`config.mk`:
```
export PLATFORM = sky130hd
export DESIGN_NAME = utf8_stream_decoder_unit
export DESIGN_NICKNAME = d
export VERILOG_FILES = /design/src/sv/usd_pkg.sv /design/src/sv/utf8_stream_decoder_unit.sv /design/src/sv/usd_in_stage.sv /design/src/sv/usd_decode.sv /design/src/sv/usd_out_stage.sv
export VERILOG_INCLUDE_DIRS = /design/src /design/src/sv
export SDC_FILE = /design/constraint.sdc
export NUM_CORES = 1
export LEC_CHECK = 0
export BUFFER_PORTS_ARGS = -buffer_cell sky130_fd_sc_hd__buf_2
export CAP_MARGIN = 20
export CORE_AREA = 2 2 80 82
export CTS_BUF_LIST = sky130_fd_sc_hd__clkbuf_2 sky130_fd_sc_hd__clkbuf_4 sky130_fd_sc_hd__clkbuf_8
export DETAILED_ROUTE_END_ITERATION = 6
export DIE_AREA = 0 0 82 84
export PLACE_DENSITY = 0.82
export SLEW_MARGIN = 30
export SYNTH_ARGS = -nofsm -noshare
export SYNTH_HDL_FRONTEND = slang
export SYNTH_HIERARCHICAL = 1
export SYNTH_SLANG_ARGS = --single-unit
export TNS_END_PERCENT = 5
```
`constraint.sdc`:
```
create_clock -name clk -period 2.6 [get_ports clk]
set_input_delay 0 -clock clk [delete_from_list [all_inputs] [get_ports clk]]
set_output_delay 0 -clock clk [all_outputs]
set_load 0.05 [all_outputs]
```
`src/sv/utf8_stream_decoder_unit_assert.svh`:
```
// Assertion macros for the UTF-8 stream decoder; clk and arst_n come from the using module.
`ifndef UTF8_STREAM_DECODER_UNIT_ASSERT_SVH
`define UTF8_STREAM_DECODER_UNIT_ASSERT_SVH

// check c in the same cycle as a
`define USD_ASSERT_NOW(lbl, a, c) \
	lbl: assert property (@(posedge clk) disable iff (!arst_n) (a) |-> (c)) \
		else $error("decoder assertion failed");

// check c in the cycle after a
`define USD_ASSERT_NEXT(lbl, a, c) \
	lbl: assert property (@(posedge clk) disable iff (!arst_n) (a) |=> (c)) \
		else $error("decoder assertion failed");

`endif

```
`src/sv/usd_pkg.sv`:
```
// Types, constants and lead-byte decode shared by the UTF-8 stream decoder.
package usd_pkg;

	localparam logic [7:0] REPL_RESET   = 8'd63;
	localparam logic [1:0] CONT_TAG     = 2'b10;
	localparam logic [2:0] LEN_NONE     = 3'd0;
	localparam logic [2:0] LEN_ONE      = 3'd1;
	localparam logic [2:0] LEN_TWO      = 3'd2;
	localparam logic [2:0] LEN_THREE    = 3'd3;
	localparam logic [2:0] LEN_FOUR     = 3'd4;
	localparam logic [1:0] REM_NONE     = 2'd0;

	typedef struct packed {
		logic [7:0] byte_in;
		logic       last_byte;
	} in_item_t;

	typedef struct packed {
		logic        char_valid;
		logic [20:0] code_point;
		logic [7:0]  narrow_char;
		logic [2:0]  seq_length;
		logic        error_now;
		logic        end_of_message;
		logic        message_ok;
	} out_item_t;

	typedef enum logic [2:0] {
		LEAD_ASCII,
		LEAD_TWO,
		LEAD_THREE,
		LEAD_FOUR,
		LEAD_BAD
	} lead_class_t;

	function automatic lead_class_t lead_class(input logic [7:0] b);
		lead_class_t c;
		unique casez (b)
			8'b0???????: c = LEAD_ASCII;
			8'b110?????: c = LEAD_TWO;
			8'b1110????: c = LEAD_THREE;
			8'b11110???: c = LEAD_FOUR;
			default:     c = LEAD_BAD;
		endcase
		return c;
	endfunction

endpackage

```
`src/sv/utf8_stream_decoder_unit.sv`:
```
// Top level of the byte-serial UTF-8 stream decoder.
// Input channel in_valid/in_ready/in_data carries one message byte and its
// last-byte mark per item. Output channel out_valid/out_ready/out_data
// carries one result item: a decoded character, a first error, or the
// end-of-message status. Bytes inside a sequence and bytes after an error
// give no result item unless they carry the last-byte mark.
// An accepted item is decoded from the input register and its result is
// loaded into the result register, from which the receiver takes it.
// Throughput: one byte per cycle while the receiver does not stall, set
// by the single decode step between the input and result registers.
// cfg_we/cfg_wdata write the replacement character (reset 0x3F) used as the
// narrow character for code points above 0x7F; write it only while idle.
// Reset clears the decode state, both registers' valid flags and restores
// the replacement character; in_ready is high right after reset.
// When the receiver stalls, the result register holds; one more byte waits
// in the input register, and bytes that give no result still drain.
module utf8_stream_decoder_unit (
	input  logic               clk,
	input  logic               arst_n,
	input  logic               in_valid,
	output logic               in_ready,
	input  usd_pkg::in_item_t  in_data,
	output logic               out_valid,
	input  logic               out_ready,
	output usd_pkg::out_item_t out_data,
	input  logic               cfg_we,
	input  logic [7:0]         cfg_wdata
);

	logic [7:0]         repl_char_q;
	logic               valid_s1;
	usd_pkg::in_item_t  data_s1;
	logic               advance;
	logic               emit;
	logic               out_free;
	usd_pkg::out_item_t result;

	always_ff @(posedge clk or negedge arst_n) begin
		if (!arst_n) begin
			repl_char_q <= usd_pkg::REPL_RESET;
		end else if (cfg_we) begin
			repl_char_q <= cfg_wdata;
		end
	end

	usd_in_stage u_in (
		.clk      (clk),
		.arst_n   (arst_n),
		.in_valid (in_valid),
		.in_ready (in_ready),
		.in_data  (in_data),
		.advance  (advance),
		.valid_s1 (valid_s1),
		.data_s1  (data_s1)
	);

	usd_decode u_dec (
		.clk       (clk),
		.arst_n    (arst_n),
		.valid_s1  (valid_s1),
		.data_s1   (data_s1),
		.out_free  (out_free),
		.repl_char (repl_char_q),
		.advance   (advance),
		.emit      (emit),
		.result    (result)
	);

	usd_out_stage u_out (
		.clk       (clk),
		.arst_n    (arst_n),
		.load      (advance && emit),
		.result    (result),
		.out_free  (out_free),
		.out_valid (out_valid),
		.out_ready (out_ready),
		.out_data  (out_data)
	);

endmodule

```
`src/sv/usd_in_stage.sv`:
```
// Input register stage of the UTF-8 stream decoder.
module usd_in_stage (
	input  logic              clk,
	input  logic              arst_n,
	input  logic              in_valid,
	output logic              in_ready,
	input  usd_pkg::in_item_t in_data,
	input  logic              advance,
	output logic              valid_s1,
	output usd_pkg::in_item_t data_s1
);

	logic valid_q;

	assign in_ready = !valid_q || advance;
	assign valid_s1 = valid_q;

	always_ff @(posedge clk or negedge arst_n) begin
		if (!arst_n) begin
			valid_q <= 1'b0;
		end else if (in_valid && in_ready) begin
			valid_q <= 1'b1;
		end else if (advance) begin
			valid_q <= 1'b0;
		end
	end

	always_ff @(posedge clk) begin
		if (in_valid && in_ready) begin
			data_s1 <= in_data;
		end
	end

endmodule

```
`src/sv/usd_decode.sv`:
```
// Decode state and single-pass step logic of the UTF-8 stream decoder.
`include "utf8_stream_decoder_unit_assert.svh"

module usd_decode (
	input  logic               clk,
	input  logic               arst_n,
	input  logic               valid_s1,
	input  usd_pkg::in_item_t  data_s1,
	input  logic               out_free,
	input  logic [7:0]         repl_char,
	output logic               advance,
	output logic               emit,
	output usd_pkg::out_item_t result
);

	logic [1:0]  rem_q,  rem_d;
	logic [20:0] part_q, part_d;
	logic [2:0]  len_q,  len_d;
	logic        failed_q, failed_d;

	logic        done, err, last;
	logic [7:0]  b;
	logic [20:0] cp, acc;
	logic [2:0]  len;

	assign b    = data_s1.byte_in;
	assign last = data_s1.last_byte;
	assign acc  = {part_q[14:0], b[5:0]};

	always_comb begin
		done     = 1'b0;
		err      = 1'b0;
		cp       = '0;
		len      = usd_pkg::LEN_NONE;
		rem_d    = rem_q;
		part_d   = part_q;
		len_d    = len_q;
		failed_d = failed_q;
		if (!failed_q) begin
			if (rem_q == usd_pkg::REM_NONE) begin
				unique case (usd_pkg::lead_class(b))
					usd_pkg::LEAD_ASCII: begin
						done = 1'b1;
						cp   = {13'd0, b};
						len  = usd_pkg::LEN_ONE;
					end
					usd_pkg::LEAD_TWO: begin
						part_d = {16'd0, b[4:0]};
						rem_d  = 2'd1;
						len_d  = usd_pkg::LEN_TWO;
					end
					usd_pkg::LEAD_THREE: begin
						part_d = {17'd0, b[3:0]};
						rem_d  = 2'd2;
						len_d  = usd_pkg::LEN_THREE;
					end
					usd_pkg::LEAD_FOUR: begin
						part_d = {18'd0, b[2:0]};
						rem_d  = 2'd3;
						len_d  = usd_pkg::LEN_FOUR;
					end
					default: begin
						err = 1'b1;
					end
				endcase
			end else if (b[7:6] != usd_pkg::CONT_TAG) begin
				err = 1'b1;
			end else begin
				rem_d = rem_q - 2'd1;
				if (rem_d == usd_pkg::REM_NONE) begin
					done   = 1'b1;
					cp     = acc;
					len    = len_q;
					part_d = '0;
					len_d  = usd_pkg::LEN_NONE;
				end else begin
					part_d = acc;
				end
			end
			if (!err && last && rem_d != usd_pkg::REM_NONE) begin
				err = 1'b1;
			end
			if (err) begin
				failed_d = 1'b1;
				rem_d    = usd_pkg::REM_NONE;
				part_d   = '0;
				len_d    = usd_pkg::LEN_NONE;
			end
		end

		result.char_valid     = done;
		result.code_point     = cp;
		result.narrow_char    = !done ? 8'd0 : ((cp[20:7] == '0) ? cp[7:0] : repl_char);
		result.seq_length     = len;
		result.error_now      = err;
		result.end_of_message = last;
		result.message_ok     = last && !failed_d;

		if (last) begin
			rem_d    = usd_pkg::REM_NONE;
			part_d   = '0;
			len_d    = usd_pkg::LEN_NONE;
			failed_d = 1'b0;
		end
	end

	assign emit    = done || err || last;
	assign advance = valid_s1 && (!emit || out_free);

	always_ff @(posedge clk or negedge arst_n) begin
		if (!arst_n) begin
			rem_q    <= usd_pkg::REM_NONE;
			part_q   <= '0;
			len_q    <= usd_pkg::LEN_NONE;
			failed_q <= 1'b0;
		end else if (advance) begin
			rem_q    <= rem_d;
			part_q   <= part_d;
			len_q    <= len_d;
			failed_q <= failed_d;
		end
	end

	`USD_ASSERT_NEXT(a_last_clears, advance && last,
		rem_q == usd_pkg::REM_NONE && len_q == usd_pkg::LEN_NONE && !failed_q)
	`USD_ASSERT_NOW(a_fail_idle, failed_q, rem_q == usd_pkg::REM_NONE)
	`USD_ASSERT_NOW(a_len_tracks, rem_q != usd_pkg::REM_NONE,
		len_q > {1'b0, rem_q})

endmodule

```
`src/sv/usd_out_stage.sv`:
```
// Result register of the UTF-8 stream decoder.
module usd_out_stage (
	input  logic               clk,
	input  logic               arst_n,
	input  logic               load,
	input  usd_pkg::out_item_t result,
	output logic               out_free,
	output logic               out_valid,
	input  logic               out_ready,
	output usd_pkg::out_item_t out_data
);

	logic               valid_q;
	usd_pkg::out_item_t data_q;

	assign out_free  = !valid_q || out_ready;
	assign out_valid = valid_q;
	assign out_data  = data_q;

	always_ff @(posedge clk or negedge arst_n) begin
		if (!arst_n) begin
			valid_q <= 1'b0;
		end else if (out_free) begin
			valid_q <= load;
		end
	end

	always_ff @(posedge clk) begin
		if (out_free && load) begin
			data_q <= result;
		end
	end

endmodule

```
---- After elaboration in Yosys (flattened, before gate mapping) ----
Index checks and enable logic that the tools add are counted.
Widths: inputs -> output; s select.
operators by class
  equality and inequality tests ........... 10
  bitwise operators ....................... 1
  mux-type cells .......................... 51
  add/subtract/negate cells ............... 1
  reductions and logical operators ........ 28
operators with widths
  cell                count
  $mux 15             6
  $mux 21             4
  $pmux 15 s3         1
  $mux 3              11
  $mux 1              18
  $mux 8              2
  $logic_not 14->1    1
  $mux 2              6
  $pmux 3 s4          1
  $pmux 3 s3          1
  $logic_and 1x1->1   7
  $eq 3x2->1 const B  2
  $ne 6x6->1 const B  1
  $pmux 2 s3          1
  $eq 5x5->1 const B  1
  $logic_not 1->1     5
  $logic_or 1x1->1    5
  $reduce_and 5->1    1
  $eq 4x4->1 const B  1
  $logic_not 2->1     2
  $ne 2x2->1 const B  2
  $ne 4x3->1 const B  1
  $reduce_and 4->1    1
  $reduce_bool 2->1   2
  8 further kinds     8
storage, ports and cells
  input bits .............................. 22
  logic and storage cells ................. 107
  flip-flop bits (word level) ............. 76
  output and inout port bits .............. 38

---- Depth between registers and ports, before layout ----
Gate-level depths: netlist of the first run.
  word-level depth ........................ 23
  depth in mapped cells ................... 10
  gate-level depth less buffers ........... 8

---- Modules after synthesis ----
Netlist of the first run, hierarchy kept.
modules (own cells, without submodules)
  module                    seq. area each (um^2)  cells each  instances  area an instance (um^2)
  usd_decode                525.5                  192         1          1614.0
  usd_out_stage             1106.1                 40          1          1134.8
  utf8_stream_decoder_unit  207.7                  18          1          345.3
  usd_in_stage              295.3                  13          1          324.1

---- Worst setup path before layout of the first run ----
No wires, ideal clock.
  kind .................................... register to register
  start point ............................. register u_dec.rem_q[0]
  end point ............................... register u_out.data_q, in the netlist u_out/out_data[0] (enable)
  path buffers ............................ 1
  setup slack ............................. 0.221 ns
  setup time .............................. 0.346 ns
  required time ........................... 2.254 ns
  data arrival time ....................... 2.033 ns
  clock period less this slack ............ 2.379 ns
  stages on the path, launching flop included .. 10
  cells stage by stage .................... dfrtp_1 -> inv_1 -> ha_1 -> buf_2 -> or3_1 -> o21ai_0 -> a21oi_1 -> o31ai_1 -> and2_1 -> and2_4
on the way
  word-level cells in the longest chain between the ends .. 16
  elaborated cells on any way between the ends .. 27
  classes of those cells .................. 1 x add/sub; 13 x mux; 13 x reduce/logical
RTL lines
  what                                                    line                                source
  start, declared                                         usd_decode.sv:16                    logic [1:0] rem_q, rem_d;
  start signal, assigned                                  usd_decode.sv:112                   rem_q <= usd_pkg::REM_NONE;
  start signal, assigned                                  usd_decode.sv:117                   rem_q <= rem_d;
  $sub 2x1->2 or $logic_not 2->1 (tied branches)          usd_decode.sv:69, usd_decode.sv:40
  $mux 2 or $mux 1 (tied branches)                        usd_decode.sv:66, usd_decode.sv:40
  $mux 2 or $mux 1 (tied branches)                        usd_decode.sv:40, usd_decode.sv:39
  $mux 2 or $logic_not 1->1 (tied branches)               usd_decode.sv:39, usd_decode.sv:80
  $reduce_bool 2->1 or $logic_and 1x1->1 (tied branches)  usd_decode.sv:80                    if (!err && last && rem_d != usd_pkg::REM_NONE) begin
  $logic_and 1x1->1                                       usd_decode.sv:80
  $mux 1                                                  usd_decode.sv:80
  $mux 1 (2 in a row)                                     usd_decode.sv:39                    if (!failed_q) begin
  $logic_or 1x1->1 (*) (2 in a row)                       usd_decode.sv:107                   assign emit = done || err || last;
  $logic_not 1->1 (*)                                     usd_decode.sv:108                   assign advance = valid_s1 && (!emit || out_free);
  $logic_or 1x1->1 (*)                                    usd_decode.sv:108
  $logic_and 1x1->1 (*)                                   usd_decode.sv:108
  via advance                                             utf8_stream_decoder_unit.sv:33      logic advance;
  $logic_and 1x1->1 (*)                                   utf8_stream_decoder_unit.sv:72      .load (advance && emit),
  $logic_and 1x1->1 (*)                                   usd_out_stage.sv:29                 if (out_free && load) begin
  end signal, assigned                                    usd_out_stage.sv:30                 data_q <= result;
  end, declared                                           usd_out_stage.sv:14                 usd_pkg::out_item_t data_q;
The timed path passes the listed nets; every way through them passes the cells marked *. The select of a mux whose other input is x is not followed.
A chain may end at the register's enable or synchronous reset.

---- Worst setup path in the final report of the first run ----
  start point ............................. register u_dec.rem_q[0]
  end point ............................... register u_dec.part_q[4]
on the way
  word-level cells in the longest chain between the ends .. 15
  elaborated cells on any way between the ends .. 34
  classes of those cells .................. 1 x add/sub; 2 x eq/ne; 19 x mux; 12 x reduce/logical
RTL lines
  what                                                    line                                source
  $sub 2x1->2 or $logic_not 2->1 (tied branches)          usd_decode.sv:69, usd_decode.sv:40
  $mux 2 or $mux 1 (tied branches)                        usd_decode.sv:66, usd_decode.sv:40
  $mux 2 or $mux 1 (tied branches)                        usd_decode.sv:40, usd_decode.sv:39
  $mux 2 or $logic_not 1->1 (tied branches)               usd_decode.sv:39, usd_decode.sv:80
  $reduce_bool 2->1 or $logic_and 1x1->1 (tied branches)  usd_decode.sv:80
  $logic_and 1x1->1                                       usd_decode.sv:80
  $mux 1                                                  usd_decode.sv:80
  $mux 1 (2 in a row)                                     usd_decode.sv:39
  $logic_or 1x1->1 (2 in a row)                           usd_decode.sv:107
  $logic_not 1->1                                         usd_decode.sv:108
  $logic_or 1x1->1                                        usd_decode.sv:108
  $logic_and 1x1->1                                       usd_decode.sv:108
  $reduce_and 4->1 (no source line)                       n/a
  end signal, assigned                                    usd_decode.sv:118                   part_q <= part_d;
  end, declared                                           usd_decode.sv:17                    logic [20:0] part_q, part_d;
Parallel ways exist; a longest one is shown, timed or not. The select of a mux whose other input is x is not followed.

==> results.ini, run 1 <==
[critical_path]
end_kind = flip-flop
critPathLaunchType = flip-flop
rr_startpoint = u_dec/rem_q[0]
timing_worst_setup_path_type = flip-flop to flip-flop
crit_path_start = u_dec/rem_q[0]
crit_required_ns = 2.83
worst-path-max-fanout = 29
worst-endpoint-arrival_ns = 2.67

[die]
io_pins = 60
core_area_um2 = 6096
die-height_um = 84
die_ar_um2 = 6888
start_util_pct = 56.08
std_cell_rows = 29
fp.dieW_um = 82

[hold_path]
min_from = cfg_we
timing.hold.worst.class = input port to flip-flop

[timing]
final-hold-violation-count = 0
final-setup-viol-count = 0
timing_max_transition_violations_final = 0
hold_ws_ns = 0.08916
setup_tns_ns = 0
layout_min_cycle_time_ns = 2.435
timing.final.crit_share_pct = 93.64
grt_setup_unrepaired = no
finClkSkew_ns = 0.01396
maxClockFrequency_ghz = 0.4107
tightestPinTransition_ns = 0.7147
worst_max_slew_margin_expressed_relative_to_the_limit_pct = 52.35

[yosys]
post_synth_inst_count = 263
multiplexer_share_of_the_synthesized_area_pct = 7.247
postSynth.topFlopCell = sky130_fd_sc_hd__edfxtp_1
area_share_of_xor_xnor_cells_in_the_synthesized_design_pct = 0
synthesis.nets = 287
synth-seq-cells = 76
largest_family_of_logic_cells_by_synthesized_area = simple AND/OR/NAND/NOR gates
yosysWarningCount = 6
dominant_cells_by_area_after_synthesis = sky130_fd_sc_hd__edfxtp_1 (40%), sky130_fd_sc_hd__dfrtp_1 (18%), sky130_fd_sc_hd__mux2_4 (4.8%)
complex_gate_fraction_of_the_synthesized_area_pct = 10.94
yosys.area_share.adder_pct = 0.7321
synth.lib_cells_used.distinct = 47
avgSynthCellArea_um2 = 13.00
async_flop_share_pct = 40.79
synth_top_area_share_pct = 39.53
post_synth_and_or_nand_nor_area_fraction_pct = 15.52
post-synth-top-area-cell = sky130_fd_sc_hd__edfxtp_1
ys_seq_area_share_pct = 62.45
synth-edff-count = 45
mappedNetlistArea_um2 = 3418

[cells_and_area]
filler_cell_count = 414
finalNetCount = 370
area_used_by_multi_input_combinational_logic_um2 = 1185
drive_gt1_share_pct = 33.62
final_cells = 428
ff_latch_area_um2 = 2135
postLayoutCellArea_um2 = 4229
antenna_cells_inserted = 0
area_delta_synth_final_pct = 23.72

[routing]
total_via_count_in_the_routed_design = 2461
dr.first_iter.drc_count = 233
via_per_inst = 5.750
detail_route.drc_violations = 0
firstDrtPassIters = 5
wl_met1_um = 2796
ant_nets = 0
top_layer_used = met4
wl_per_cell_um = 17.16
wl_met3_um = 450
dr_wl_met2_um = 3887
drt_wl_total_um = 7344

[power]
p_leak_nw = 1.840
worst_ir_drop_vdd_uv = 777.7
cellPowerDensity_nw_per_um2 = 1149
total_power_w = 0.004858

[clock_tree]
clockRootBuffer = sky130_fd_sc_hd__clkbuf_8
worstSkewPairLatency_ns = 0.36
clk_pin_slew_worst_paths_ns = 0.09
clockBufferDepth = 2
cts_sinks = 76
number_of_buffers_inserted_during_clock_tree_synthesis = 9
post_cts_buffers = 0
clock_tree.htree_level_count = 3
cts_tree = done

[flow_run]
max_cap_viol = 0

[global_routing]
grt_max_degree = 37
grt.overflow.total = 0
grt_pass1_wl_um = 11690
initial_antenna_violation_count = 0
number_of_global_route_vias_before_repair = 2364
grt_use_total_pct = 23.29

[status]
run_status = completed

[place]
detailed_place.area_um2 = 3802
placed_cells = 392
place.gp.congestion = 0.9346
io_buffers = 59
hpwl_um = 4476

==> final timing paths <==
kind	to	slack [ns]	cells after the start
worst max-delay path	u_dec/part_q[4]	0.17	8
worst min-delay path	repl_char_q[1]	0.09	2
worst max register to register	u_dec/part_q[4]	0.17	8
worst min register to register	u_dec/len_q[0]	0.54	1
max in group asynchronous	u_dec/part_q[10]	1.88	2
min in group asynchronous	repl_char_q[7]	0.25	2
==> cell usage in the layout (no fill, tap or decap), types with 3 or more instances in the layout <==
cell type / count
sky130_fd_sc_hd__mux2_4: 11
sky130_fd_sc_hd__dlygate4sd3_1: 20
sky130_fd_sc_hd__nand2b_1: 4
sky130_fd_sc_hd__o21ai_0: 18
sky130_fd_sc_hd__buf_4: 7
sky130_fd_sc_hd__dfrtp_1: 25
sky130_fd_sc_hd__inv_1: 7
sky130_fd_sc_hd__and3_1: 3
sky130_fd_sc_hd__nand3_1: 3
sky130_fd_sc_hd__buf_2: 59
sky130_fd_sc_hd__dfstp_2: 6
sky130_fd_sc_hd__nor2_1: 16
sky130_fd_sc_hd__and2_1: 23
sky130_fd_sc_hd__clkbuf_8: 9
sky130_fd_sc_hd__nor3_1: 4
sky130_fd_sc_hd__a21oi_1: 6
sky130_fd_sc_hd__edfxtp_1: 45
sky130_fd_sc_hd__nor4_1: 3
sky130_fd_sc_hd__nand2_1: 20
sky130_fd_sc_hd__o31ai_1: 14
sky130_fd_sc_hd__mux2i_1: 6
==> through the flow <==
step                      util [%]  setup slack [ns]
after floorplan                  -            0.2212
after global placement       62.38            0.2377
after detailed placement     62.38           0.09032
after CTS                    69.25           0.04246
after global routing         69.38           0.03013
final                        69.38            0.1654
==> final cells by class <==
type | instances | share of cell area, %
sequential | 76 | 50.47
multi-input combinational | 165 | 28.02
timing repair buffer | 87 | 13.43
clock buffer | 10 | 3.107
tap | 77 | 2.278
clock inverter | 6 | 2.071
inverter | 7 | 0.6213
==> synth_stat cells (2+ instances only) <==
master                     count
sky130_fd_sc_hd__inv_1         7
sky130_fd_sc_hd__and3_1        3
sky130_fd_sc_hd__dfstp_2       6
sky130_fd_sc_hd__o31ai_1      15
sky130_fd_sc_hd__nand2b_4      2
sky130_fd_sc_hd__edfxtp_1     45
sky130_fd_sc_hd__o21ai_0      18
sky130_fd_sc_hd__nor3_1        4
sky130_fd_sc_hd__nor2_1       16
sky130_fd_sc_hd__nand2_1      20
sky130_fd_sc_hd__mux2i_1       6
sky130_fd_sc_hd__and2_1       23
sky130_fd_sc_hd__ha_1          2
sky130_fd_sc_hd__a211oi_1      2
sky130_fd_sc_hd__clkbuf_1      7
sky130_fd_sc_hd__nand3_1       3
sky130_fd_sc_hd__and2_4        2
sky130_fd_sc_hd__o22ai_1       2
sky130_fd_sc_hd__or2_2         2
sky130_fd_sc_hd__buf_2         4
sky130_fd_sc_hd__mux2_4       11
sky130_fd_sc_hd__dfrtp_1      25
sky130_fd_sc_hd__mux2_2        2
sky130_fd_sc_hd__a21oi_1       6
sky130_fd_sc_hd__buf_4         3
sky130_fd_sc_hd__nor4_1        3
sky130_fd_sc_hd__nand2b_1      4
==> cells by family (layout without fill, tap and decap cells) <==
logic type | count (synthesis) | after routing
AO/OA/AOI/OAI | 52 | 52
adder cells (fa/ha/maj) | 2 | 2
buffers and inverters | 22 | 110
flip-flops | 76 | 76
multiplexers | 19 | 19
AND/OR/NAND/NOR | 92 | 92
==> power by group <==
part,total [W],switching (W),internal [W]
clock,0.000984,0.000431,0.000553
combinational,0.00202,0.00146,0.000563
sequential,0.00185,0.000168,0.00168
total,0.00486,0.00206,0.00280
==> per-layer routing <==
layer	vias up	track usage, %
met5	-	0
met4	0	11.36
met3	20	5.952
met2	115	37.99
met1	1210	28.34
li1	1116	-
==> flip-flops by register name, indices dropped and copies added (netlist names) <==
signal and flops:
u_dec/rem_q 2, u_dec/part_q 15, u_out/out_data 36, repl_char_q 8
u_dec/len_q 3, u_out/out_valid 1, u_dec/failed_q 1, u_in/data_s1 9
u_in/valid_s1 1
==> worst max-delay path, cell delays in order, from the launching register on <==
cell and delay, ns:
sky130_fd_sc_hd__dfrtp_1 0.40, sky130_fd_sc_hd__inv_1 0.12, sky130_fd_sc_hd__ha_2 0.34, sky130_fd_sc_hd__nor3b_2 0.12, sky130_fd_sc_hd__a2111oi_4 0.43, sky130_fd_sc_hd__a31oi_2 0.15
sky130_fd_sc_hd__buf_4 0.23, sky130_fd_sc_hd__nor2_1 0.16, sky130_fd_sc_hd__mux2_2 0.35
==> timing repair <==
item | 4_1_cts | 5_1_grt
setup endpoints to repair | 0 | 41
gates resized for setup | 0 | 2
endpoints found under the hold margin | 44 | 0
hold buffers | 20 | 0
(Power assumes the default switching activity.)
==> run 2, diff against run 1 <==
- CTS_BUF_LIST: sky130_fd_sc_hd__clkbuf_2 sky130_fd_sc_hd__clkbuf_4 sky130_fd_sc_hd__clkbuf_8 -> sky130_fd_sc_hd__clkbuf_8
==> results.ini, run 2 (synthesis gave the netlist of run 1 again) <==
[critical_path]
rr_startpoint = u_dec/rem_q[0]
end_kind = flip-flop
timing_worst_setup_path_type = flip-flop to flip-flop
setup.reg_to_reg.worst_slack_ns = 0.18  ; +0.02 ns
worst-endpoint-arrival_ns = 2.65  ; -0.02 ns
worst-path-max-fanout = 29  ; unchanged
crit-reg2reg-capture = u_dec/part_q[4]
critPathLaunchType = flip-flop
reg2reg_depth = 8  ; unchanged
crit_required_ns = 2.83  ; about the same

[cells_and_area]
filler_cell_count = 413  ; -0.24%
post-route-util_pct = 69.31  ; about the same
finalNetCount = 370  ; unchanged
largest_reg_flops = 36  ; unchanged
area_delta_synth_final_pct = 23.61  ; about the same
final_common_cell = sky130_fd_sc_hd__buf_2
drive_gt1_share_pct = 33.33  ; -0.28 points
layout.cells.most_common_list = sky130_fd_sc_hd__buf_2 (59), sky130_fd_sc_hd__edfxtp_1 (45), sky130_fd_sc_hd__dfrtp_1 (25)
area_used_by_multi_input_combinational_logic_um2 = 1185  ; unchanged
ff_latch_area_um2 = 2135  ; unchanged
antenna_cells_inserted = 0  ; unchanged

[clock_tree]
clockBufferDepth = 2  ; unchanged
cts_sinks = 76  ; unchanged
clock_tree.htree_level_count = 3  ; unchanged
number_of_buffers_inserted_during_clock_tree_synthesis = 9  ; unchanged
cts_tree = done
clockRootBuffer = sky130_fd_sc_hd__clkbuf_8
clk_pin_slew_worst_paths_ns = 0.08  ; about the same
worstSkewPairLatency_ns = 0.36  ; about the same
post_cts_buffers = 0  ; unchanged

[routing]
ant_nets = 0  ; unchanged
dr.first_iter.drc_count = 234  ; +0.43%
firstDrtPassIters = 5  ; unchanged
detail_route.drc_violations = 0  ; unchanged
wl_per_cell_um = 17.25  ; +0.52%
drt_wl_total_um = 7382  ; +0.52%
via_per_inst = 5.757  ; +0.12%
total_via_count_in_the_routed_design = 2464  ; +0.12%

[place]
place.gp.congestion = 0.9346  ; unchanged
pre_cts_slack_ns = 0.09032  ; unchanged
hpwl_um = 4476  ; unchanged
io_buffers = 59  ; unchanged

[hold_path]
timing.hold.worst.class = input port to flip-flop
hold_path_end = repl_char_q[1]
hold_path_depth = 2  ; unchanged
min_from = cfg_we

[timing]
final-hold-violation-count = 0  ; unchanged
tightestPinTransition_ns = 0.7220  ; +0.007298 ns
grt_setup_unrepaired = no
setup_tns_ns = 0  ; unchanged
final-setup-viol-count = 0  ; unchanged
layout_min_cycle_time_ns = 2.417  ; -0.01800 ns
timing_max_transition_violations_final = 0  ; unchanged
maxClockFrequency_ghz = 0.4138  ; +0.74%
worst_max_slew_margin_expressed_relative_to_the_limit_pct = 51.87  ; -0.49 points
finClkSkew_ns = 0.01220  ; -0.001755 ns
layout_setup_ws_ns = 0.1834  ; +0.01800 ns
timing.final.crit_share_pct = 92.95  ; -0.69 points

[die]
io_pins = 60  ; unchanged
die_ar_um2 = 6888  ; unchanged
std_cell_rows = 29  ; unchanged
die-height_um = 84  ; unchanged
start_util_pct = 56.08  ; unchanged
fp.dieW_um = 82  ; unchanged
core_area_um2 = 6096  ; unchanged

[power]
worst_ir_drop_vdd_uv = 778.6  ; +0.11%
cellPowerDensity_nw_per_um2 = 1146  ; -0.21%
total_power_w = 0.004843  ; -0.30%
p_leak_nw = 1.841  ; about the same

[global_routing]
initial_antenna_violation_count = 0  ; unchanged
number_of_global_route_vias_before_repair = 2364  ; unchanged
grt_pass1_wl_um = 11690  ; unchanged
grt.overflow.total = 0  ; unchanged
grt_use_total_pct = 23.29  ; unchanged
grt_max_degree = 37  ; unchanged

[status]
run_status = completed

[flow_run]
max_cap_viol = 0  ; unchanged

[run 2: repair_timing]
action,4_1_cts,5_1_grt
hold endpoints to repair,44,0
hold buffers,20,0
resized for setup,0,2
setup endpoints to repair,0,41
[run 2: worst max path at each step]
| stage | from | to | slack, ns | cells after the start |
|---|---|---|---|---|
| 5_1_grt | u_dec/rem_q[0] | u_dec/part_q[4] | 0.03 | 8 |
| 4_1_cts | u_dec/rem_q[0] | u_out/out_data[26] | 0.04 | 9 |
| 3_5_place_dp | u_dec/rem_q[0] | u_out/out_data[15] | 0.09 | 9 |
| 2_1_floorplan | u_dec/rem_q[0] | u_out/out_data[0] | 0.22 | 9 |
| 3_3_place_gp | u_dec/rem_q[0] | u_out/out_data[7] | 0.24 | 9 |
| 6_report | u_dec/rem_q[0] | u_dec/part_q[4] | 0.18 | 8 |
[run 2: power breakdown]
| part | switching, W | total, W | internal (W) |
|---|---|---|---|
| clock | 0.000430 | 0.000969 | 0.000538 |
| sequential | 0.000168 | 0.00185 | 0.00168 |
| combinational | 0.00146 | 0.00202 | 0.000563 |
[run 2: layout make-up]
type	count	area share (%)
flip-flops and latches	76	50.52
multi-input cells	165	28.04
repair buffers	87	13.44
clock buffers	9	2.932
well taps	77	2.280
clock inverters	7	2.162
inverters	7	0.6219
[run 2: per-stage QoR]
step	instance area, µm²	cells	hold slack [ns]
after floorplan	3418	263	-0.2956
after global placement	3802	392	0.08391
after detailed placement	3802	392	0.09968
after CTS	4218	428	0.07996
after global routing	4225	428	0.08286
final	4225	428	0.09041
[run 2: routing by layer]
metal,vias up,routed length (µm),global-route usage [%]
li1,1121,-,-
met1,1205,2820,28.34
met2,117,3901,37.99
met3,21,437,5.952
met4,0,223,11.36
met5,-,0,0
[run 2: worst max-delay path, cell delays in order (launching register included)]
cell and delay [ns]:
sky130_fd_sc_hd__dfrtp_1 0.40, sky130_fd_sc_hd__inv_1 0.12, sky130_fd_sc_hd__ha_2 0.34, sky130_fd_sc_hd__nor3b_2 0.12, sky130_fd_sc_hd__a2111oi_4 0.42, sky130_fd_sc_hd__a31oi_2 0.14, sky130_fd_sc_hd__buf_4 0.23, sky130_fd_sc_hd__nor2_1 0.16
sky130_fd_sc_hd__mux2_2 0.35
==> run 3, diff against run 2 <==
- CORE_AREA: 2 2 80 82 -> 2 2 91 93
- DIE_AREA: 0 0 82 84 -> 0 0 93 95
- PLACE_DENSITY: 0.82 -> 0.66
==> results.ini, run 3 (synthesis gave the netlist of run 1 again) <==
[status]
run_status = completed

[critical_path]
critPathLaunchType = flip-flop
setup.reg_to_reg.worst_slack_ns = 0.24  ; +0.05 ns
crit_required_ns = 2.83  ; about the same
worst-path-max-fanout = 13  ; -55%
rr_startpoint = u_dec/rem_q[0]
worst-endpoint-arrival_ns = 2.59  ; -0.06 ns
crit_path_start = u_dec/rem_q[0]
timing_worst_setup_path_type = flip-flop to flip-flop
end_kind = flip-flop

[cells_and_area]
drive_gt1_share_pct = 32.67  ; -0.66 points
antenna_cells_inserted = 0  ; unchanged
area_delta_synth_final_pct = 24.85
final_common_cell = sky130_fd_sc_hd__buf_2
largest_reg_flops = 36  ; unchanged
final_cells = 457  ; +6.8%
finalNetCount = 371  ; +0.27%
layout.cells.most_common_list = sky130_fd_sc_hd__buf_2 (59), sky130_fd_sc_hd__edfxtp_1 (45), sky130_fd_sc_hd__dfrtp_1 (25)

[timing]
final-hold-violation-count = 0  ; unchanged
timing_max_transition_violations_final = 0  ; unchanged
maxClockFrequency_ghz = 0.4229  ; +2.2%
layout_min_cycle_time_ns = 2.365  ; -0.05187 ns
tightestPinTransition_ns = 0.7262  ; +0.004222 ns
grt_setup_unrepaired = no
worst_max_slew_margin_expressed_relative_to_the_limit_pct = 51.58  ; -0.28 points
finClkSkew_ns = 0.008749  ; -0.003455 ns
timing.final.crit_share_pct = 90.95  ; -2.0 points
final-setup-viol-count = 0  ; unchanged
setup_tns_ns = 0  ; unchanged

[place]
io_buffers = 59  ; unchanged
hpwl_um = 4478  ; about the same
place.gp.congestion = 0.7921  ; -15%
placed_cells = 421  ; +7.4%

[hold_path]
min_from = cfg_we
timing.hold.worst.class = input port to flip-flop

[global_routing]
grt_use_total_pct = 15.75  ; -7.5 points
globalRouteMet1Util_pct = 20.15  ; -8.2 points
met2_usage_pct = 26.03  ; -12 points
grt.overflow.total = 0  ; unchanged
layer_with_the_highest_usage = met2
initial_antenna_violation_count = 0  ; unchanged
grt_pass1_wl_um = 10560  ; -9.6%
grt_max_degree = 32  ; -14%
number_of_global_route_vias_before_repair = 2238  ; -5.3%
met3_track_demand_over_resource_pct = 3.911  ; -2.0 points

[routing]
ant_nets = 0  ; unchanged
dr.first_iter.drc_count = 80  ; -66%
total_via_count_in_the_routed_design = 2256  ; -8.4%
wl_per_cell_um = 14.14  ; -18%
detail_route.drc_violations = 0  ; unchanged
firstDrtPassIters = 4  ; -1
via_per_inst = 4.937  ; -14%
drt_wl_total_um = 6461  ; -12%

[clock_tree]
clockBufferDepth = 2  ; unchanged
number_of_buffers_inserted_during_clock_tree_synthesis = 9  ; unchanged
clockRootBuffer = sky130_fd_sc_hd__clkbuf_8
cts_sinks = 76  ; unchanged
clock_tree.htree_level_count = 3  ; unchanged
worstSkewPairLatency_ns = 0.35  ; about the same
cts_tree = done
clk_pin_slew_worst_paths_ns = 0.07  ; about the same

[power]
worst_ir_drop_vdd_uv = 477.7  ; -39%
p_leak_nw = 1.843  ; +0.11%
cellPowerDensity_nw_per_um2 = 1121  ; -2.2%

[die]
core_area_um2 = 7928  ; +30%
die-height_um = 95  ; +13%
die_ar_um2 = 8835  ; +28%
io_pins = 60  ; unchanged
fp.dieW_um = 93  ; +13%
std_cell_rows = 33  ; +14%
start_util_pct = 43.12  ; -13 points

[flow_run]
max_cap_viol = 0  ; unchanged

-- run 3: cell types whose count changed in the layout (fill, tap and decap cells not counted), sizes merged --
cell	before	now
buf	67	68
clkinv	3	2
clkinvlp	0	1
-- run 3: power breakdown --
part | leakage [nW] | switching [W] | internal (W)
registers | 0.833 | 0.000153 | 0.00168
clock network | 0.109 | 0.000411 | 0.000529
logic | 0.900 | 0.00142 | 0.000585
-- run 3: final timing paths --
kind | endpoint | cells after the start
max in group asynchronous | u_dec/len_q[0] | 2
hold / removal | repl_char_q[5] | 2
hold reg to reg | repl_char_q[7] | 1
setup / recovery | u_dec/len_q[2] | 7
setup reg to reg | u_dec/len_q[2] | 7
min in group asynchronous | u_out/out_valid | 2
-- run 3: layer usage --
metal	vias up	wire [µm]	part of all wire, %
met4	0	75	1.2
met2	55	3206	50
li1	1123	-	-
met1	1071	2917	45
met5	-	0	0
met3	7	261	4.0
-- run 3: layout make-up --
cell class                 instances  area, µm²
clock inverter                     7      83.83
sequential                        76       2135
fill                             695       3660
multi-input combinational        165       1180
timing repair buffer              88      588.1
tap                              105      131.4
inverter                           7      26.28
clock buffer                       9      123.9
-- run 3: repair_timing --
item	CTS	global route
endpoints found under the hold margin	44	0
gates resized for setup	0	1
hold buffers	20	0
setup buffers	0	0
endpoints found under the setup margin	0	41
-- run 3: stage by stage --
stage | hold WS, ns | total power, W | setup WS, ns | area [µm²] | utilization (%)
5_1_grt | 0.1033 | 0.005047 | 0.08270 | 4268 | 53.84
3_3_place_gp | 0.09918 | 0.003835 | 0.2195 | 3857 | 48.66
4_1_cts | 0.09481 | 0.004825 | 0.1185 | 4265 | 53.80
3_5_place_dp | 0.1054 | 0.003859 | 0.1367 | 3857 | 48.66
6_report | 0.1058 | 0.004783 | 0.2353 | 4268 | 53.84
2_1_floorplan | -0.2956 | 0.003380 | 0.2212 | 3418 | -
-- run 3: critical path, cell delays in order (launching register included) --
cell                        delay (ns)
sky130_fd_sc_hd__dfrtp_1          0.40
sky130_fd_sc_hd__inv_1            0.11
sky130_fd_sc_hd__ha_2             0.32
sky130_fd_sc_hd__nor3b_2          0.11
sky130_fd_sc_hd__a2111oi_4        0.43
sky130_fd_sc_hd__a31oi_2          0.15
sky130_fd_sc_hd__or3_4            0.42
sky130_fd_sc_hd__mux2_4           0.31
